$ cat src/rtl/core/fractal_value_noise_2d_top_assert.svh
// Assertion macros for the fractal value noise block.
// Used by fractal_value_noise_2d_top; expects clk_i and rst_ni in scope.
`ifndef FRACTAL_VALUE_NOISE_2D_TOP_ASSERT_SVH
`define FRACTAL_VALUE_NOISE_2D_TOP_ASSERT_SVH

// The expression holds at every clock edge outside reset.
`define FVN_ASSERT_ALWAYS(name, expr) \
  name: assert property (@(posedge clk_i) disable iff (!rst_ni) (expr)) \
    else $error("fvn: invariant violated");

// Whenever the cause is seen, the effect holds in the same cycle.
`define FVN_ASSERT_IMPLY(name, cause, effect) \
  name: assert property (@(posedge clk_i) disable iff (!rst_ni) (cause) |-> (effect)) \
    else $error("fvn: implication violated");

// Whenever the cause is seen, the effect holds in the next cycle.
`define FVN_ASSERT_NEXT(name, cause, effect) \
  name: assert property (@(posedge clk_i) disable iff (!rst_ni) (cause) |=> (effect)) \
    else $error("fvn: expected follow-up missing");

`endif

$ cat src/rtl/core/fvn_pkg.sv
// Shared constants, types and the quintic fade table of the fractal value noise block.
// No dependencies; every other file of the block but the assertion macro header uses it by scoped names.
`default_nettype none

package fvn_pkg;

  localparam int unsigned DATA_W        = 16;
  localparam int unsigned INDEX_W       = 16;
  localparam int unsigned POS_IN_W      = 16;
  localparam int unsigned FRACTION_BITS = 8;
  localparam int unsigned FRAC_STEPS    = 1 << FRACTION_BITS;
  localparam int unsigned FADE_FRAC     = 16;
  localparam int unsigned FADE_W        = FADE_FRAC + 1;
  localparam int unsigned GRID_SIZE_DEF = 256;
  localparam int unsigned OCTAVES_DEF   = 4;
  localparam int unsigned BANKS         = 4;
  // Must stay a power of two: the result buffer pointers wrap naturally.
  localparam int unsigned RESULT_DEPTH  = 4;

  typedef enum logic {
    CMD_WRITE  = 1'b0,
    CMD_SAMPLE = 1'b1
  } cmd_e;

  typedef logic [FADE_W-1:0] fade_t;
  typedef fade_t fade_lut_t [FRAC_STEPS];

  // Fade weight 6w^5 - 15w^4 + 10w^3 in Q1.16, rounded half up.
  function automatic fade_lut_t build_fade_lut();
    fade_lut_t       lut;
    longint unsigned ff;
    longint unsigned one;
    longint unsigned q;
    longint unsigned num;
    int unsigned     sh;
    one = 64'd1 << FRACTION_BITS;
    sh  = 5 * FRACTION_BITS - FADE_FRAC;
    for (int unsigned f = 0; f < FRAC_STEPS; f++) begin
      ff     = longint'(f);
      q      = 6 * ff * ff + 10 * one * one - 15 * ff * one;
      num    = ff * ff * ff * q;
      lut[f] = FADE_W'((num + (64'd1 << (sh - 1))) >> sh);
    end
    return lut;
  endfunction

  localparam fade_lut_t FADE_LUT = build_fade_lut();

  // Per-octave tag that travels with the lattice reads.
  typedef struct packed {
    logic  first;
    logic  last;
    logic  row_odd;
    logic  col_odd;
    fade_t wx;
    fade_t wy;
  } octave_tag_t;

  // Status of the read sequencer as seen by the top level.
  typedef struct packed {
    logic can_take;
    logic busy;
  } issue_status_t;

endpackage

`default_nettype wire

$ cat src/rtl/core/fvn_octave_blend.sv
// Blend and accumulate pipeline: three fade blends per octave and the weighted
// octave sum with final rounding. Depends on fvn_pkg.
`default_nettype none

module fvn_octave_blend #(
  parameter int unsigned OCTAVES = fvn_pkg::OCTAVES_DEF
) (
  input  logic                              clk_i,
  input  logic                              rst_ni,
  input  logic                              tag_valid_i,
  input  fvn_pkg::octave_tag_t              tag_i,
  input  logic signed [fvn_pkg::DATA_W-1:0] rdata_i [fvn_pkg::BANKS],
  output logic                              res_valid_o,
  output logic signed [fvn_pkg::DATA_W-1:0] res_o
);

  localparam int unsigned DW     = fvn_pkg::DATA_W;
  localparam int unsigned PROD_W = (DW + 1) + (fvn_pkg::FADE_W + 1);
  localparam int unsigned ACC_W  = DW + OCTAVES + 1;
  localparam logic signed [PROD_W-1:0] BLEND_HALF = PROD_W'(1) << (fvn_pkg::FADE_FRAC - 1);
  localparam logic signed [ACC_W-1:0]  SUM_HALF   = ACC_W'(1) << (OCTAVES - 1);

  logic signed [DW-1:0]     a00, a01, a10, a11;
  logic signed [DW:0]       d0, d1, d2;
  logic signed [PROD_W-1:0] t0, t1, t2;
  logic signed [DW-1:0]     v;
  logic signed [ACC_W-1:0]  acc_d, rnd;

  logic                     s0_vld_q, s1_vld_q, s2_vld_q, s3_vld_q;
  logic                     s0_first_q, s1_first_q, s2_first_q;
  logic                     s0_last_q, s1_last_q, s2_last_q, s3_last_q;
  logic signed [DW-1:0]     s0_a00_q, s0_a10_q;
  logic signed [PROD_W-1:0] s0_p0_q, s0_p1_q;
  fvn_pkg::fade_t           s0_wx_q, s1_wx_q;
  logic signed [DW-1:0]     s1_r0_q, s1_r1_q;
  logic signed [DW-1:0]     s2_r0_q;
  logic signed [PROD_W-1:0] s2_p_q;
  logic signed [ACC_W-1:0]  acc_q;

  // Corner routing: the parity of the lower corner tells which bank holds which corner.
  assign a00 = rdata_i[{tag_i.row_odd, tag_i.col_odd}];
  assign a01 = rdata_i[{tag_i.row_odd, ~tag_i.col_odd}];
  assign a10 = rdata_i[{~tag_i.row_odd, tag_i.col_odd}];
  assign a11 = rdata_i[{~tag_i.row_odd, ~tag_i.col_odd}];

  assign d0 = {a01[DW-1], a01} - {a00[DW-1], a00};
  assign d1 = {a11[DW-1], a11} - {a10[DW-1], a10};
  assign t0 = (s0_p0_q + BLEND_HALF) >>> fvn_pkg::FADE_FRAC;
  assign t1 = (s0_p1_q + BLEND_HALF) >>> fvn_pkg::FADE_FRAC;
  assign d2 = {s1_r1_q[DW-1], s1_r1_q} - {s1_r0_q[DW-1], s1_r0_q};
  assign t2 = (s2_p_q + BLEND_HALF) >>> fvn_pkg::FADE_FRAC;

  // The blend result always lies between its two ends, so 16 bits hold it.
  assign v     = s2_r0_q + t2[DW-1:0];
  assign acc_d = s2_first_q ? ACC_W'(v) : (acc_q <<< 1) + ACC_W'(v);
  assign rnd   = (acc_q + SUM_HALF) >>> OCTAVES;

  always_ff @(posedge clk_i or negedge rst_ni) begin
    if (!rst_ni) begin
      s0_vld_q <= 1'b0;
      s1_vld_q <= 1'b0;
      s2_vld_q <= 1'b0;
      s3_vld_q <= 1'b0;
    end else begin
      s0_vld_q <= tag_valid_i;
      s1_vld_q <= s0_vld_q;
      s2_vld_q <= s1_vld_q;
      s3_vld_q <= s2_vld_q;
    end
  end

  always_ff @(posedge clk_i) begin
    s0_first_q <= tag_i.first;
    s0_last_q  <= tag_i.last;
    s0_a00_q   <= a00;
    s0_a10_q   <= a10;
    s0_p0_q    <= d0 * $signed({1'b0, tag_i.wy});
    s0_p1_q    <= d1 * $signed({1'b0, tag_i.wy});
    s0_wx_q    <= tag_i.wx;

    s1_first_q <= s0_first_q;
    s1_last_q  <= s0_last_q;
    s1_r0_q    <= s0_a00_q + t0[DW-1:0];
    s1_r1_q    <= s0_a10_q + t1[DW-1:0];
    s1_wx_q    <= s0_wx_q;

    s2_first_q <= s1_first_q;
    s2_last_q  <= s1_last_q;
    s2_r0_q    <= s1_r0_q;
    s2_p_q     <= d2 * $signed({1'b0, s1_wx_q});

    s3_last_q  <= s2_last_q;
    if (s2_vld_q) begin
      acc_q <= acc_d;
    end
  end

  assign res_valid_o = s3_vld_q && s3_last_q;
  assign res_o       = rnd[DW-1:0];

endmodule

`default_nettype wire

$ cat config.mk
export PLATFORM = sky130hd
export DESIGN_NAME = fvn_octave_blend
export DESIGN_NICKNAME = d
export VERILOG_FILES = /design/src/rtl/core/fractal_value_noise_2d_top_assert.svh /design/src/rtl/core/fvn_pkg.sv /design/src/rtl/core/fvn_octave_blend.sv
export SDC_FILE = /design/constraint.sdc
export NUM_CORES = 2
export LEC_CHECK = 0
export ABC_AREA = 1
export BUFFER_PORTS_ARGS = -buffer_cell sky130_fd_sc_hd__buf_4
export CORE_MARGIN = 8
export CORE_UTILIZATION = 66
export CTS_CLUSTER_SIZE = 14
export DETAILED_ROUTE_END_ITERATION = 8
export PLACE_DENSITY_LB_ADDON = 0.05
export SLEW_MARGIN = 10
export SYNTH_ARGS = -nofsm -noshare
export SYNTH_HDL_FRONTEND = slang
export SYNTH_SLANG_ARGS = --single-unit
$ cat constraint.sdc
create_clock -name clk_i -period 7.9 [get_ports clk_i]
set_clock_uncertainty 0.15 [all_clocks]
set_input_delay 0.395 -clock clk_i [delete_from_list [all_inputs] [get_ports clk_i]]
set_output_delay 0.395 -clock clk_i [all_outputs]
set_load 0.01 [all_outputs]
Word-level counts from Yosys, hierarchy flattened --
Index checks and enable logic that the tools add are counted.
Storage, ports and cells: bits in read-only memories 0, input bits 105, output and inout port bits 17, bits in registers 241, word-level logic and storage cells 60, bits in writable memories 0, memories kept 0, latch bits 0
Cells by class: reduce and logical (&&, ||, !) cells 1, bitwise gates (word level) 6, order comparisons 4, add/subtract/negate cells 11, shift-type cells 0, $mul 3, mux-type cells 13, equal/unequal tests 0, div/mod/pow operators 0
Operators by type and width (number):
- $bmux 16 s2 | 4
- $mux 16 | 8
- $add 32x17->32 const B | 3
- $mul 17x18->32 | 3
- $sub 16x16->17 | 3
- $add 16x16->16 | 3
- $add 20x16->20 | 1
- $add 20x5->20 const B | 1
- $mux 20 | 1
- $ge 3x3->1 const B | 4
- $not 2->3 | 4
- $not 1->1 | 2
- $logic_and 1x1->1 | 1

Longest topological paths before layout --
depth after elaboration 7, depth in mapped cells 45

Worst setup path before layout --
OpenSTA, ideal clock, no wires.
path type input-to-reg, start point in tag_i[34] (netlist bit), end point reg s0_p1_q[29], path buffers 4, required time 7678 ps, arrival time 7282 ps, slack 397 ps, stages on the path 39, setup time 72 ps, path through clkbuf_1 clkbuf_1 buf_2 nand2_1 o21ai_0 o21ai_0 ha_1 fa_1 inv_1 nand2_1 nand2_1 nand3_1 nand2_2 a21oi_2 o21ai_2 nand2_1 nand2_1 nand2_1 [3 not listed] fa_1 inv_1 fa_1 inv_1 fa_1 fa_1 fa_1 inv_1 fa_1 inv_1 ha_1 nand2_1 nor4_1 o21ai_0 nand3_1 nand2_1 nand3_1 xor2_1
RTL lines:
- start: declaration | line fvn_octave_blend.sv:11 | input fvn_pkg::octave_tag_t tag_i,
- $not 2->3 | line fvn_octave_blend.sv:43 | assign a10 = rdata_i[{~tag_i.row_odd, tag_i.col_odd}];
- $bmux 16 s2 | line fvn_octave_blend.sv:43
- $mux 16 (implied by the code) (2 in series) | line fvn_octave_blend.sv:43
- via a10[0] | line fvn_octave_blend.sv:23 | logic signed [DW-1:0] a00, a01, a10, a11;
- $sub 16x16->17 | line fvn_octave_blend.sv:47 | assign d1 = {a11[DW-1], a11} - {a10[DW-1], a10};
- $mul 17x18->32 | line fvn_octave_blend.sv:78 | s0_p1_q <= d1 * $signed({1'b0, tag_i.wy});
- end signal: assignment | line fvn_octave_blend.sv:78
- end: declaration | line fvn_octave_blend.sv:33 | logic signed [PROD_W-1:0] s0_p0_q, s0_p1_q;
The timed path passes the listed nets, and every way through them passes these cells. The select of a mux whose other input is x is not followed. A chain may end at the register's enable or synchronous reset.

Worst setup path in the final report --
start point in tag_i[34] (netlist bit), end point reg s0_p0_q[24]
RTL lines:
- $not 2->3 (implied by the code) | line fvn_octave_blend.sv:41 | assign a00 = rdata_i[{tag_i.row_odd, tag_i.col_odd}];
- $bmux 16 s2 | line fvn_octave_blend.sv:41
- $mux 16 (implied by the code) (2 in series) | line fvn_octave_blend.sv:41
- via a00[1] | line fvn_octave_blend.sv:23
- $sub 16x16->17 | line fvn_octave_blend.sv:46 | assign d0 = {a01[DW-1], a01} - {a00[DW-1], a00};
- $mul 17x18->32 | line fvn_octave_blend.sv:77 | s0_p0_q <= d0 * $signed({1'b0, tag_i.wy});
- end signal: assignment | line fvn_octave_blend.sv:77
- end: declaration | line fvn_octave_blend.sv:33
The timed path passes the listed nets, and every way through them passes these cells. The select of a mux whose other input is x is not followed.

==> reports/qor.csv <==
metric;value;unit
status;complete, no violations;
fmax;132;MHz
cts.sinks;196;
grt.total_usage;35.1;%
final_util;73.3;%
cp_slowest_stage_delay;0.55;ns
totalWireLength;122000;um
io-pin-count;122;
num-nets-final;6872;
drt_iter0_drc;2894;
cts_buffer_depth;2;
dpl_cell_area;44300;um^2
htreeDepth;4;
finalInstanceArea;45200;um^2
antenna_left;0;
drcViolationCount;0;
avgViaCountPerCell;5.49;
fin_crit_sh;96.1;%
synthesis.nets;6638;
ff2ff_path_depth;31;
coreArea;61700;um^2
dpl.hpwl;101000;um
clk_pin_slew;0.09;ns
clkLatencyLatePin;0.50;ns
drive_above_1_share;8.90;%
cts_buffers;17;
rsz0062_at_grt;yes;
n_fill_cell;5099;
min_period;7.59;ns
rows;91;
cp_common_cell;inv_1;
routedWlPerCell;18.8;um
synthCells;5424;
die_area;70700;um^2
start_util;66.8;%
vias;35700;
cts-root-buf;clkbuf_16;
final_common_cell;inv_1;
slew_viol_final;0;
routabilityCongestion;1.00;
tritoncts;done;
final_cell_mix;1297 x inv_1, 1085 x nand2_1, 676 x fa_1;
path_buf_inv;12;
synth_area_leaders;fa_1 33%, ha_1 13%, inv_1 12%;
async_reset_ff_share;2.04;%
cp_slowest_cell;fa_1;
port_buffers;121;
critical_path_class;input pin to register;
rr_endpoint;s2_p_q[31];
netlist_area;41200;um^2
die_x;266;um
cp.arrival;7.85;ns
ys_types;63;
grt_pass1_wl;194000;um
seq_area_frac_synth;10.1;%
grt_pass1_vias;36700;
setup_viol;0;
antenna_cells;0;
ys_ff_latch;196;
antenna_found_initial;0;
synth.top_cell.area_share;32.8;%
dr.pass1.iters;6;
synthFlopType;dfxtp_1;
grt_overflow;0;
critPathLaunch;tag_i[34];
tightest_slew;1.06;ns
critPathLaunchType;input pin;
area_growth;9.68;%
hold_viol_final;0;
max_cap_viol_count;0;
worstPathRequired;8.15;ns
die_height;266;um
path_delay_family;adder cells;
yosysTopAreaCell;fa_1;
cp-endpoint;s0_p0_q[24];
endpoint_kind;register;
synth_warnings;0;
synth_edf_count;20;
reg2reg_from;s1_r0_q[4];
hold_path.class;input pin to asynchronous set/reset pin;
grt_max_degree;63;
reg2reg_slack;0.43;ns
syn_area_per_cell;7.60;um^2
critPathMaxFanout;7;
setup-tns-final;0;ns
relSlewSlack;29.1;%
cp_num_cells;37;
-- final cells by class --
type | count | area [um^2] | area share, %
Clock buffer | 17 | 425 | 0.941
Clock inverter | 15 | 191 | 0.423
Inverter | 1321 | 4960 | 11.0
Multi-Input combinational cell | 3761 | 31500 | 69.8
Sequential cell | 196 | 4140 | 9.17
Tap cell | 837 | 1050 | 2.32
Timing Repair Buffer | 360 | 2890 | 6.39
Timing Repair inverter | 1 | 7.51 | 0.0166
-- cells in the mapped netlist (37+ instances only) --
library cell / number
nor2_1: 543
or2_2: 51
ha_1: 433
xnor2_1: 46
dfxtp_1: 172
a21oi_1: 195
fa_1: 676
nand3_1: 161
xor2_1: 109
nand2_1: 1087
clkbuf_1: 108
nor3_1: 37
o21ai_0: 178
inv_1: 1299
-- worst register-to-register path, delay by kind of cell (launching register included) --
family	cells	cell delay (ns)
fa+ha+maj	8	3.85
compound gates	6	1.12
buf+inv	7	0.68
flops	1	0.39
xor+xnor	1	0.21
simple gates	9	0.96
-- through the flow --
stage	std cells	worst slack (ns)	hold slack, ns
after floorplan	5424	0.397	-0.0506
after global placement	6450	-0.146	0.0410
after detailed placement	6450	-0.190	0.0431
after CTS	6503	0.329	0.0499
after global routing	6508	-0.00680	0.0686
final	6508	0.308	0.0760
-- logic make-up (layout without fill, tap and decap cells) --
group	Yosys count	in the layout	synth area share [%]
and+or+nand+nor	1974	1974	19.6
buffers and inverters	1467	1714	13.6
adders and majority gates	1109	1109	46.0
AOI/OAI and AO/OA	489	489	6.56
DFF	196	196	10.1
xor gates and xnor gates	161	161	3.53
muxes	28	28	0.680
-- state kept, by name (all words and copies together) (netlist names), 16 cells and up --
name	count
s0_wx_q	17
s1_r1_q	16
s2_p_q	17
s0_p1_q	17
s0_a00_q	16
s0_a10_q	16
s1_r0_q	16
s1_wx_q	17
s0_p0_q	17
s2_r0_q	16
acc_q	20
-- repair_timing --
item / 4_1_cts / 5_1_grt
setup endpoints to repair: 0 / 27
hold endpoints to repair: 24 / 0
hold buffers: 21 / 0
setup buffers: 0 / 4
gates resized for setup: 0 / 28
-- layer usage --
metal / global-route usage [%] / routed length, um
met5: 0 / 0
met4: 20.1 / 8370
met3: 6.50 / 11700
met2: 57.5 / 55800
met1: 43.6 / 46300
-- how the worst min path moves through the flow --
stage               startpoint       end  slack [ns]  depth (start not counted)
CTS                     rst_ni  s3_vld_q        0.05                          2
global placement        rst_ni  s3_vld_q        0.04                          1
detailed placement      rst_ni  s3_vld_q        0.04                          1
floorplan               rst_ni  s0_vld_q       -0.05                          0
global route            rst_ni  s3_vld_q        0.07                          2
finish                  rst_ni  s1_vld_q        0.08                          2
Power is not shown: default switching activity piles up to over one toggle a cycle in this logic, so the estimate is an artifact.
