**src/rtl/core/fractal_value_noise_2d_top_assert.svh**
```systemverilog
// Assertion macros for the fractal value noise block.
// Used by fractal_value_noise_2d_top; expects clk_i and rst_ni in scope.
`ifndef FRACTAL_VALUE_NOISE_2D_TOP_ASSERT_SVH
`define FRACTAL_VALUE_NOISE_2D_TOP_ASSERT_SVH

// The expression holds at every clock edge outside reset.
`define FVN_ASSERT_ALWAYS(name, expr) \
  name: assert property (@(posedge clk_i) disable iff (!rst_ni) (expr)) \
    else $error("fvn: invariant violated");

// Whenever the cause is seen, the effect holds in the same cycle.
`define FVN_ASSERT_IMPLY(name, cause, effect) \
  name: assert property (@(posedge clk_i) disable iff (!rst_ni) (cause) |-> (effect)) \
    else $error("fvn: implication violated");

// Whenever the cause is seen, the effect holds in the next cycle.
`define FVN_ASSERT_NEXT(name, cause, effect) \
  name: assert property (@(posedge clk_i) disable iff (!rst_ni) (cause) |=> (effect)) \
    else $error("fvn: expected follow-up missing");

`endif

```
**src/rtl/core/fvn_pkg.sv**
```systemverilog
// Shared constants, types and the quintic fade table of the fractal value noise block.
// No dependencies; every other file of the block but the assertion macro header uses it by scoped names.
`default_nettype none

package fvn_pkg;

  localparam int unsigned DATA_W        = 16;
  localparam int unsigned INDEX_W       = 16;
  localparam int unsigned POS_IN_W      = 16;
  localparam int unsigned FRACTION_BITS = 8;
  localparam int unsigned FRAC_STEPS    = 1 << FRACTION_BITS;
  localparam int unsigned FADE_FRAC     = 16;
  localparam int unsigned FADE_W        = FADE_FRAC + 1;
  localparam int unsigned GRID_SIZE_DEF = 256;
  localparam int unsigned OCTAVES_DEF   = 4;
  localparam int unsigned BANKS         = 4;
  // Must stay a power of two: the result buffer pointers wrap naturally.
  localparam int unsigned RESULT_DEPTH  = 4;

  typedef enum logic {
    CMD_WRITE  = 1'b0,
    CMD_SAMPLE = 1'b1
  } cmd_e;

  typedef logic [FADE_W-1:0] fade_t;
  typedef fade_t fade_lut_t [FRAC_STEPS];

  // Fade weight 6w^5 - 15w^4 + 10w^3 in Q1.16, rounded half up.
  function automatic fade_lut_t build_fade_lut();
    fade_lut_t       lut;
    longint unsigned ff;
    longint unsigned one;
    longint unsigned q;
    longint unsigned num;
    int unsigned     sh;
    one = 64'd1 << FRACTION_BITS;
    sh  = 5 * FRACTION_BITS - FADE_FRAC;
    for (int unsigned f = 0; f < FRAC_STEPS; f++) begin
      ff     = longint'(f);
      q      = 6 * ff * ff + 10 * one * one - 15 * ff * one;
      num    = ff * ff * ff * q;
      lut[f] = FADE_W'((num + (64'd1 << (sh - 1))) >> sh);
    end
    return lut;
  endfunction

  localparam fade_lut_t FADE_LUT = build_fade_lut();

  // Per-octave tag that travels with the lattice reads.
  typedef struct packed {
    logic  first;
    logic  last;
    logic  row_odd;
    logic  col_odd;
    fade_t wx;
    fade_t wy;
  } octave_tag_t;

  // Status of the read sequencer as seen by the top level.
  typedef struct packed {
    logic can_take;
    logic busy;
  } issue_status_t;

endpackage

`default_nettype wire

```
**src/rtl/core/fvn_result_buf.sv**
```systemverilog
// Small result queue between the blend pipeline and the output channel.
// Depends on fvn_pkg for its depth and data width.
`default_nettype none

module fvn_result_buf (
  input  logic                              clk_i,
  input  logic                              rst_ni,
  input  logic                              push_i,
  input  logic signed [fvn_pkg::DATA_W-1:0] push_data_i,
  input  logic                              pop_i,
  output logic                              valid_o,
  output logic signed [fvn_pkg::DATA_W-1:0] data_o
);

  localparam int unsigned PTR_W = $clog2(fvn_pkg::RESULT_DEPTH);
  localparam int unsigned CNT_W = $clog2(fvn_pkg::RESULT_DEPTH + 1);

  logic signed [fvn_pkg::DATA_W-1:0] slot_q [fvn_pkg::RESULT_DEPTH];
  logic [PTR_W-1:0] wr_ptr_q, wr_ptr_d, rd_ptr_q, rd_ptr_d;
  logic [CNT_W-1:0] count_q, count_d;
  logic             do_pop;

  assign do_pop   = pop_i && valid_o;
  assign wr_ptr_d = push_i ? wr_ptr_q + PTR_W'(1) : wr_ptr_q;
  assign rd_ptr_d = do_pop ? rd_ptr_q + PTR_W'(1) : rd_ptr_q;
  assign count_d  = count_q + CNT_W'(push_i) - CNT_W'(do_pop);

  always_ff @(posedge clk_i or negedge rst_ni) begin
    if (!rst_ni) begin
      wr_ptr_q <= '0;
      rd_ptr_q <= '0;
      count_q  <= '0;
    end else begin
      wr_ptr_q <= wr_ptr_d;
      rd_ptr_q <= rd_ptr_d;
      count_q  <= count_d;
    end
  end

  always_ff @(posedge clk_i) begin
    if (push_i) begin
      slot_q[wr_ptr_q] <= push_data_i;
    end
  end

  assign valid_o = (count_q != '0);
  assign data_o  = slot_q[rd_ptr_q];

endmodule

`default_nettype wire

```
**config.mk**
```make
export PLATFORM = sky130hd
export DESIGN_NAME = fvn_result_buf
export DESIGN_NICKNAME = d
export VERILOG_FILES = /design/src/rtl/core/fractal_value_noise_2d_top_assert.svh /design/src/rtl/core/fvn_pkg.sv /design/src/rtl/core/fvn_result_buf.sv
export SDC_FILE = /design/constraint.sdc
export NUM_CORES = 1
export LEC_CHECK = 0
export ABC_AREA = 0
export BUFFER_PORTS_ARGS = -buffer_cell sky130_fd_sc_hd__buf_4
export CORE_ASPECT_RATIO = 0.9
export CORE_MARGIN = 2
export CORE_UTILIZATION = 40
export DETAILED_ROUTE_END_ITERATION = 6
export PLACE_DENSITY = 0.7
export SLEW_MARGIN = 20
export SYNTH_ARGS = -nofsm -noshare
export SYNTH_HDL_FRONTEND = slang
export SYNTH_SLANG_ARGS = --single-unit
```
**constraint.sdc**
```tcl
create_clock -name clk_i -period 5.4 [get_ports clk_i]
set_input_delay 0.27 -clock clk_i [delete_from_list [all_inputs] [get_ports clk_i]]
set_output_delay 0.27 -clock clk_i [all_outputs]
set_load 0.01 [all_outputs]
```
# After elaboration in Yosys (flattened, before gate mapping)
# Memories as Yosys holds them, arrays and structs flattened.
# Index checks and enable logic that the tools add are counted.
[totals] input_bits=20 n_memories=1 wordCells=12 ff_bits=7 ram_bits=64 output_inout_bits=17
[mem_list] memory="slot_q" words=4 width=16 rd=1 rd_clocked_by_memory_dff=0 wr=1 line_no="fvn_result_buf.sv:18" source="logic signed [fvn_pkg::DATA_W-1:0] slot_q [fvn_pkg::RESULT_DEPTH];"
[op_classes] muxes=2 reduce_logical=2 addsub=4
[ops] op="$add A2 B1 Y2 const B" count=2
[ops] op="$add A3 B1 Y3" count=1
[ops] op="$reduce_bool A3 Y1" count=1
[ops] op="$sub A3 B1 Y3" count=1
[ops] op="$mux W1" count=2
[ops] op="$logic_and A1 B1 Y1" count=1

# Depth between registers and ports, before layout
# Gate-level depths: netlist (run 1).
[depth] word_depth=3 ltp_mapped=7 depth_no_buf=7

# Worst setup path before layout (run 1)
# OpenSTA, ideal clock, no wires.
[synth_timing] kind="reg2reg" startpoint="reg count_q[1]" endpoint="reg count_q[2]" path_stages_with_launch=8 t_arrival_ps=1790 required_time_ps=5277 n_path_buf=0 path_slack_ps=3487 path_cell_list="dfrtp_1 -> o31a_1 -> ha_1 -> inv_1 -> ha_1 -> fa_1 -> xnor2_1 -> xnor2_1"
[synth_between] elab_chain_len=3 word_cells_on_any_way=4 cone_classes="add/sub: 2; reduce/logical: 2"
[synth_rtl] item="start, declared" line_no="fvn_result_buf.sv:20" source="logic [CNT_W-1:0] count_q, count_d;"
[synth_rtl] item="start signal, assigned" line_no="fvn_result_buf.sv:36" source="count_q <= count_d;"
[synth_rtl] item="$reduce_bool A3 Y1" line_no="fvn_result_buf.sv:46" source="assign valid_o = (count_q != '0);"
[synth_rtl] item="$logic_and A1 B1 Y1" line_no="fvn_result_buf.sv:23" source="assign do_pop = pop_i && valid_o;"
[synth_rtl] item="net do_pop" line_no="fvn_result_buf.sv:21" source="logic do_pop;"
[synth_rtl] item="$sub A3 B1 Y3" line_no="fvn_result_buf.sv:26" source="assign count_d = count_q + CNT_W'(push_i) - CNT_W'(do_pop);"
[synth_rtl] item="net count_d[2]" line_no="fvn_result_buf.sv:20"
# The timed path passes the listed nets, and every way through them passes these cells.
# A chain may end at the register's enable or synchronous reset.

# Final worst setup path (run 1)
[layout_timing] startpoint="reg rd_ptr_q[0]" endpoint="out data_o[0] in the netlist's numbering"
[layout_between] elab_chain_len=1
[layout_rtl] item="start, declared" line_no="fvn_result_buf.sv:19" source="logic [PTR_W-1:0] wr_ptr_q, wr_ptr_d, rd_ptr_q, rd_ptr_d;"
[layout_rtl] item="start signal, assigned" line_no="fvn_result_buf.sv:35" source="rd_ptr_q <= rd_ptr_d;"
[layout_rtl] item="$mem_v2 Z4 W16"
[layout_rtl] item="end, declared" line_no="fvn_result_buf.sv:12" source="output logic signed [fvn_pkg::DATA_W-1:0] data_o"
# No other way between the ends.

==> results of run 1 <==
layout make-up:
type,instances,share of cell area (%)
flip-flops and latches,71,63.77
well taps,90,3.425
clock inverters,6,1.865
multi-input cells,37,17.85
inverters,6,0.6849
clock buffers,10,3.881
repair buffers,37,8.524
per-stage QoR:
step	hold WS (ps)	worst slack (ps)	power (W)	std cells	utilization (%)
floorplan	-25.59	3487	0.001131	118	-
global placement	82.83	3308	0.001301	240	46.66
detailed placement	88.55	3244	0.001330	240	46.66
CTS	116.0	2897	0.001726	257	49.66
global route	109.8	2781	0.001799	257	49.66
finish	125.0	2954	0.001705	257	49.66
metal layers:
layer / part of all wire [%] / global-route usage, %
met5: 0 / 0
met4: 2.2 / 7.273
met3: 4.3 / 4.265
met2: 51 / 24.44
met1: 42 / 14.96
report_power, final:
part | internal (W) | total (W) | switching [W]
clock | 0.000212 | 0.000401 | 0.000190
sequential | 0.000729 | 0.000828 | 0.0000984
combinational | 0.000270 | 0.000476 | 0.000206
cell families (layout without fill, tap and decap cells):
group                      Yosys count  after routing  synth area share, %
DFF                                 71             71                76.32
muxes                               16             16                14.21
buffers and inverters               10             59                2.322
adders and majority gates            7              7                3.461
and+or+nand+nor                      6              6                1.275
xor gates and xnor gates             5              5                1.594
AOI/OAI and AO/OA                    3              3               0.8196
flip-flops by register name, indices dropped and copies added, names as in the netlist:
register	flops
slot_q	64
count_q	3
rd_ptr_q	2
wr_ptr_q	2
path summary, 6_finish.rpt:
check / from / endpoint / cells after the start
max: rd_ptr_q[0] / data_o[0] / 2
min: push_data_i[4] / slot_q[3][4] / 1
max reg2reg: count_q[1] / count_q[2] / 7
min reg2reg: wr_ptr_q[0] / wr_ptr_q[0] / 1
max in group asynchronous: rst_ni / rd_ptr_q[1] / 2
min in group asynchronous: rst_ni / count_q[1] / 2
layout by cell type (no fill, tap or decap), drive strengths merged, types with 2 or more instances in the layout:
cell type | Yosys | final
and2 | 4 | 4
buf | 4 | 36
clkbuf | 0 | 10
clkinv | 0 | 5
dfrtp | 7 | 7
edfxtp | 64 | 64
ha | 6 | 6
inv | 6 | 6
mux4 | 16 | 16
xnor2 | 3 | 3
xor2 | 2 | 2
repair_timing:
action	CTS	global route
hold endpoints to repair	7	0
gates resized for setup	0	0
hold buffers	1	0
worst reg2reg max path, stage by stage, from the launching register on:
cell	delay, ps
dfrtp_1	410
o31a_1	350
ha_1	290
inv_1	40
ha_1	180
fa_1	390
xnor2_1	220
xnor2_1	140
==> run metrics, run 1 <==
diode count=0; Cell variety after synth=18; post-synthesis cell count=118; Final period util=45.30%; CP max FO=18; Vias/cell=4.829; Synth Flop Type=edfxtp_1; CP arrival=2180 ps; Setup Buffers After CTS=0; yosys warns=0; Worst Tran Pin Value=1012 ps; status=completed; Routed WL=4.567 mm; Clock Latency Late Sink=340 ps; Placement Cell Area=0.003089 sq mm; H-tree levels=3; Synth Cell Area=0.002748 sq mm; crit path capture type=primary output; CTS buffer count=9; EDFF count, synth=64; skew final=6.300 ps; Crit-path slowest cell=dfrtp_1; achievable frequency=408.8 MHz; Worst Hold Class=in -> reg; #FFs+latches synth=71; Final TNS setup=0 ps; Seq/Total Area, Yosys=76.32%; drt pass-1 iters=4; max_cap viols=0; Synth area leaders=edfxtp_1 70%, mux4_1 7.7%, mux4_2 6.6%; clock tree sinks=71; Yosys top cell area share=69.95%; total track usage=13.69%; Avg Inst Size Synth=23.29 sq um; Die X-Extent=91.37 um; final setup vio count=0; largest net degree at the start of global routing=19; Sequential Area=0.002097 sq mm; minimum clock period=2446 ps; hpwl dp=2.974 mm; ordered cell list for the critical path=mux4_1 > buf_4; placer congestion estimate=0.6779; Syn Nets=145; ys async rst share=9.859%; Multi-input gate area=586.8 sq um; max_slew headroom=32.53%; kind of critical path=reg -> out; Routed Antenna Nets=0; worst endpoint required time=5130 ps; # IOs=37; clock tree from TritonCTS=yes; via count=1241; IO buf count=36; CP peak stage delay=1010 ps; Initial Util=41.50%; nets@finish=189; R2R setup slack=3320 ps; area leader, netlist=edfxtp_1; Clk pin slew, worst setup/hold paths=70 ps; FILL cells=551; WP buf/inv=1; area delta synth->final=19.67%; Clock Tree Root=clkbuf_8; die height=82.63 um; family with the most delay on the worst path=flip-flops; vias in the first global route=1420; GRT overflow=0; P_leak=1.196 nW; CP Launch Type=register; clk buf depth=2; Power Density=518.4 mW/mm^2; Remaining DRCs=0; count leader, synth=edfxtp_1; full die area=0.007549 sq mm; wire per inst=17.77 um; layout cells sized above 1=34.73%; first-pass GRT wire length=7.383 mm; Rows=28; antenna violations before repair=0; fin area=0.003288 sq mm; Initial DRC Count=60; Worst IR Drop VDD=257.8 uV; commonest cells in the netlist=64 x edfxtp_1, 8 x mux4_1, 8 x mux4_2; RSZ-0062 raised after global routing=false; Max Slew Vio Count=0; Hold Vio Cnt, Final=0; Core ar.=0.006621 sq mm
No activity file was read; power rests on OpenSTA's default activity.
==> run 2, diff against run 1 <==
--- a/config.mk
+++ b/config.mk
@@ -5,7 +5,7 @@
 export SDC_FILE = /design/constraint.sdc
 export NUM_CORES = 1
 export LEC_CHECK = 0
-export ABC_AREA = 0
+export ABC_AREA = 1
 export BUFFER_PORTS_ARGS = -buffer_cell sky130_fd_sc_hd__buf_4
 export CORE_ASPECT_RATIO = 0.9
 export CORE_MARGIN = 2
==> constraint.sdc (replaced) <==
create_clock -name clk_i -period 2.4 [get_ports clk_i]
set_input_delay 0.12 -clock clk_i [delete_from_list [all_inputs] [get_ports clk_i]]
set_output_delay 0.12 -clock clk_i [all_outputs]
set_load 0.01 [all_outputs]
==> run metrics, run 2 <==
status=completed; Die X-Extent=94.93 um (+3.9%); Clk pin slew, worst setup/hold paths=70 ps (about the same); CTS buffer count=9 (unchanged); Rows=29 (+3.6%); clk buf depth=2 (unchanged); commonest cells after routing, fill and taps aside=64 x edfxtp_1, 63 x nand2_1, 42 x buf_4; Avg Inst Size Synth=11.67 sq um (-50%); EDFF count, synth=64 (unchanged); RSZ-0062 raised after global routing=false; Remaining DRCs=0 (unchanged); IO buf count=36 (unchanged); Max Slew Vio Count=0 (unchanged); Routed WL=4.991 mm (+9.3%); die height=85.84 um (+3.9%); Initial DRC Count=133 (+120%); family with the most delay on the worst path=adder cells; Initial Util=41.64% (+0.15 points); Power, Total=0.004335 W (+150%); Cell variety after synth=18 (unchanged); hpwl dp=3.061 mm (+2.9%); critical path's most frequent cell=nand2_1; most common cell after layout, fill and taps aside=edfxtp_1; Clock Tree Root=clkbuf_8; yosys warns=0 (unchanged); Core Util, Final=51.64% (+2.0 points); Worst IR Drop VDD=417.6 uV (+62%); Setup WS post-layout=356.0 ps (-2598 ps); diode count=0 (unchanged); Crit-path slowest cell=fa_1; Hold Crit Endpoint=wr_ptr_q[0]; Routed Antenna Nets=0 (unchanged); kind of critical path=reg -> reg; Final TNS setup=0 ps (unchanged); Syn Nets=282 (+94%); first-pass GRT wire length=8.162 mm (+11%); Clock Latency Late Sink=330 ps (about the same); Final period util=85.16%; ys async rst share=9.859% (unchanged); dpl cells=379 (+58%); vias in the first global route=1743 (+23%); GRT overflow=0 (unchanged); CP max FO=5 (-13); achievable frequency=489.2 MHz; commonest cells in the netlist=64 x edfxtp_1, 63 x nand2_1, 33 x nor2_1; WHS Path Cells=2 (+1); Worst Tran Pin Value=700.2 ps (-311.9 ps); post-synthesis cell count=255 (+120%); minimum clock period=2044 ps; via count=1798 (+45%); nets@finish=341 (+80%); critical path depth in cells=11 (+9); Worst R2R Start=count_q[1]; antenna violations before repair=0 (unchanged); non-filler instance count after layout=411 (+60%); WP buf/inv=2 (+1); Core ar.=0.007148 sq mm (+8.0%); H-tree levels=3 (unchanged); clock tree from TritonCTS=yes; Seq/Total Area, Yosys=70.45% (-5.9 points); crit path capture type=register; final setup vio count=0 (unchanged); Setup WS pre-CTS=360.2 ps (-2884 ps); R2R setup slack=360 ps (-2960 ps); Hold Vio Cnt, Final=0 (unchanged); max_slew headroom=53.27% (+21 points); full die area=0.008148 sq mm (+7.9%); max_cap viols=0 (unchanged); # IOs=37 (unchanged); wire per inst=12.14 um (-32%); total track usage=13.66% (-0.035 points); area leader, netlist=edfxtp_1; placer congestion estimate=0.8071 (+19%); #FFs+latches synth=71 (unchanged); ordered cell list for the critical path=nor2_1 > nand2_1 > nand2_1 > inv_1 > ha_1 > inv_1 > ha_1 > fa_1 > xor2_1 > nand2_1 > nand2_1; area delta synth->final=24.00%; hold path startpoint=push_i; clock tree sinks=71 (unchanged); Worst Reg-to-Reg Cells=11 (+4); CP Launch Type=register; Worst Hold Class=in -> reg; Synth Cell Area=0.002977 sq mm (+8.3%); Top Registers=slot_q x64, count_q x3; CTS-repair resized insts=0 (unchanged); Power Density=1175 mW/mm^2 (+130%); worst r2r dst=count_q[2]; count leader, synth=edfxtp_1; Synth area leaders=edfxtp_1 65%, nand2_1 7.9%, dfrtp_1 5.9%; drt pass-1 iters=4 (unchanged); Most flops, register=slot_q; largest net degree at the start of global routing=34 (+15); CP peak stage delay=420 ps (-590 ps); Largest register FFs=64 (unchanged); worst endpoint required time=2620 ps (-2510 ps); P_leak=1.576 nW (+32%); layout cells sized above 1=18.55% (-16 points); Synth Flop Type=edfxtp_1; Vias/cell=4.375 (-9.4%); skew final=5.091 ps (-1.209 ps); Yosys top cell area share=64.56% (-5.4 points); CP arrival=2270 ps (+90 ps)
[run 2: kinds of logic after synthesis]
group,share of synthesized area (%)
AOI/OAI and AO/OA,5.548
xor gates and xnor gates,0.8829
adders and majority gates,3.195
buffers and inverters,7.272
DFF,70.45
and+or+nand+nor,12.65
[run 2: routing by layer]
| layer | vias to the layer above | routed length, um | global-route usage (%) |
|---|---|---|---|
| met5 | - | 0 | 0 |
| met4 | 0 | 89 | 6.588 |
| met3 | 8 | 161 | 3.866 |
| met2 | 34 | 2530 | 22.44 |
| met1 | 807 | 2210 | 16.61 |
| li1 | 949 | - | - |
[run 2: area by class of cell]
type	instances	area [sq um]
Timing Repair Buffer	59	485.5
Inverter	31	118.9
Clock buffer	9	123.9
Fill cell	611	3457
Clock inverter	6	86.33
Sequential cell	71	2097
Multi-Input combinational cell	142	663.1
Tap cell	93	116.4
[run 2: metrics by stage]
stage          hold WS (ps)  instance area, sq um
5_1_grt               14.42                  3691
2_1_floorplan        -175.6                  2977
6_report              26.50                  3691
4_1_cts               9.148                  3691
3_3_place_gp         -60.90                  3311
3_5_place_dp         -59.35                  3311
[run 2: where the power goes]
| part | internal (W) | total (W) | leakage [nW] | switching, W |
|---|---|---|---|---|
| sequential | 0.00164 | 0.00177 | 0.671 | 0.000131 |
| combinational | 0.000656 | 0.00157 | 0.798 | 0.000912 |
| clock | 0.000577 | 0.000999 | 0.107 | 0.000422 |
| total | 0.00287 | 0.00434 | 1.58 | 0.00147 |
[run 2: timing repair]
action / CTS / global route
setup endpoints to repair: 0 / 0
hold buffers: 17 / 0
endpoints found under the hold margin: 71 / 0
buffers inserted: 0 / 0
[run 2: worst max path at each step]
stage                start    endpoint  slack, ps
4_1_cts         count_q[1]  count_q[2]        350
3_5_place_dp    count_q[1]  count_q[2]        360
5_1_grt        rd_ptr_q[0]  data_o[10]        200
2_1_floorplan   count_q[1]  count_q[2]        440
3_3_place_gp    count_q[1]  count_q[2]        420
6_report        count_q[1]  count_q[2]        360
==> run 3, diff against run 2 <==
--- a/config.mk
+++ b/config.mk
@@ -10,6 +10,7 @@
 export CORE_ASPECT_RATIO = 0.9
 export CORE_MARGIN = 2
 export CORE_UTILIZATION = 40
+export CTS_BUF_LIST = sky130_fd_sc_hd__clkbuf_8 sky130_fd_sc_hd__clkbuf_16
 export DETAILED_ROUTE_END_ITERATION = 6
 export PLACE_DENSITY = 0.7
 export SLEW_MARGIN = 20
==> constraint.sdc (replaced) <==
create_clock -name clk_i -period 2.4 [get_ports clk_i]
set_input_delay 0.36 -clock clk_i [delete_from_list [all_inputs] [get_ports clk_i]]
set_output_delay 0.36 -clock clk_i [all_outputs]
set_load 0.01 [all_outputs]
==> run metrics, run 3 (synthesis results as in run 2) <==
status=completed; internal power=0.002628 W (-8.4%); max_cap viols=0 (unchanged); Worst R2R Start=count_q[1]; IO buf count=36 (unchanged); Worst Tran Pin Value=744.7 ps (+44.51 ps); clk buf depth=2 (unchanged); Core ar.=0.007148 sq mm (unchanged); Setup WS pre-CTS=347.1 ps (-13.20 ps); hpwl dp=3.150 mm (+2.9%); Rows=29 (unchanged); H-tree levels=3 (unchanged); drt pass-1 iters=4 (unchanged); WP buf/inv=2 (unchanged); commonest cells after routing, fill and taps aside=64 x edfxtp_1, 63 x nand2_1, 43 x buf_4; CP peak stage delay=690 ps (+270 ps); CP Launch Type=register; skew final=5.126 ps (+0.03522 ps); Initial Util=41.64% (unchanged); nets@finish=326 (-4.4%); achievable frequency=468.6 MHz (-4.2%); P_leak=1.490 nW (-5.4%); Routed WL=4.905 mm (-1.7%); Max Slew Vio Count=0 (unchanged); Multi-input gate area=663.1 sq um (unchanged); ordered cell list for the critical path=buf_4 > nand2_1 > o21ai_1 > nand2_1 > nand2_1 > buf_4; first-pass GRT wire length=8.211 mm (+0.60%); via count=1778 (-1.1%); # IOs=37 (unchanged); Clock power frac=18.1% (-4.9 points); crit path capture type=primary output; sequential power share=43.4% (+2.6 points); Comb pwr share=38.4% (+2.2 points); Clock Latency Late Sink=340 ps (about the same); Initial DRC Count=122 (-8.3%); minimum clock period=2134 ps (+90.16 ps); Setup WS post-layout=265.9 ps (-90.16 ps); switching share of power=35.13% (+1.3 points); Sequential Area=0.002097 sq mm (unchanged); die height=85.84 um (unchanged); area delta synth->final=16.65%; Hold Crit Endpoint=slot_q[3][11]; Die X-Extent=94.93 um (unchanged); total track usage=13.87% (+0.22 points); Vias/cell=4.501 (+2.9%); Remaining DRCs=0 (unchanged); hold path startpoint=push_data_i[11]; Crit-path slowest cell=dfrtp_1; GRT overflow=0 (unchanged); CP arrival=1770 ps (-500 ps); RSZ-0062 raised after global routing=false; largest net degree at the start of global routing=34 (unchanged); critical path's most frequent cell=nand2_1; Final TNS setup=0 ps (unchanged); worst r2r dst=count_q[2]; CTS-repair resized insts=0 (unchanged); Top Registers=slot_q x64, count_q x3; R2R setup slack=340 ps (-20 ps); wire per inst=12.42 um (+2.3%); diode count=0 (unchanged); vias in the first global route=1762 (+1.1%); Worst IR Drop VDD=419.5 uV (+0.47%); P_sw=0.001423 W (-2.9%); final setup vio count=0 (unchanged); CTS buffer count=9 (unchanged); Worst Reg-to-Reg Cells=11 (unchanged); CP max FO=19 (+14); kind of critical path=reg -> out; max_slew headroom=50.30% (-3.0 points); Largest register FFs=64 (unchanged); FILL cells=623 (+2.0%); Most flops, register=slot_q; layout cells sized above 1=18.54% (about the same); WHS Path Cells=1 (-1); most common cell after layout, fill and taps aside=edfxtp_1; clock tree from TritonCTS=yes; fin area=0.003472 sq mm (-5.9%); Final period util=88.92% (+3.8 points); family with the most delay on the worst path=flip-flops; placer congestion estimate=0.7893 (-2.2%); Clk pin slew, worst setup/hold paths=70 ps (about the same); Worst Hold Class=in -> reg; worst endpoint required time=2040 ps (-580 ps); Routed Antenna Nets=0 (unchanged); Power Density=1167 mW/mm^2 (-0.68%); Placement Cell Area=0.003318 sq mm (+0.23%); Hold Vio Cnt, Final=0 (unchanged); full die area=0.008148 sq mm (unchanged); clock tree sinks=71 (unchanged); Clock Tree Root=clkbuf_8; antenna violations before repair=0 (unchanged)
## run 3: routing by layer
metal	share of wire [%]	GRT usage, %	vias up
li1	-	-	921
met1	42	16.93	814
met2	50	22.37	35
met3	5.2	3.339	8
met4	2.0	8.300	0
met5	0	0	-
## run 3: worst max-delay path by stage
stage	endpoint	from	slack, ps	depth (start not counted)
finish	data_o[14]	rd_ptr_q[0]	270	6
global route	data_o[0]	rd_ptr_q[0]	50	6
CTS	data_o[0]	rd_ptr_q[0]	240	6
detailed placement	count_q[2]	count_q[1]	350	11
global placement	count_q[2]	count_q[1]	440	11
floorplan	count_q[2]	count_q[1]	440	11
## run 3: per-stage QoR
step	std cells	util [%]	power [W]	hold slack, ps
after global placement	380	46.42	0.003319	177.5
after global routing	395	48.57	0.004377	207.5
after floorplan	255	-	0.002832	64.41
after CTS	395	48.57	0.004108	208.8
final	395	48.57	0.004051	221.0
after detailed placement	380	46.42	0.003372	177.6
## run 3: worst register-to-register path, cell delays in order, from the launching register on
cell,delay [ps]
dfrtp_1,390
nor2_1,100
nand2_1,130
nand2_1,110
inv_1,50
ha_1,270
inv_1,40
ha_1,180
fa_1,420
xor2_1,160
nand2_1,60
nand2_1,40
## run 3: repair_timing
item,4_1_cts,5_1_grt
hold buffers,1,0
setup buffers,0,0
hold endpoints to repair,7,0
setup endpoints to repair,0,0
## run 3: area by class of cell
class,count,share of cell area [%]
clock inverter,5,0.5766
clock buffer,9,3.568
inverter,31,3.423
multi-input combinational,142,19.10
sequential,71,60.40
tap,93,3.351
timing repair buffer,44,9.586
## run 3: power by group through the flow
stage	Combinational, W	Sequential [W]	Clock [W]
2_1_floorplan	0.00110	0.00173	0
3_3_place_gp	0.00154	0.00178	0
3_5_place_dp	0.00158	0.00179	0
4_1_cts	0.00159	0.00176	0.000753
5_1_grt	0.00177	0.00179	0.000816
6_report	0.00156	0.00176	0.000735
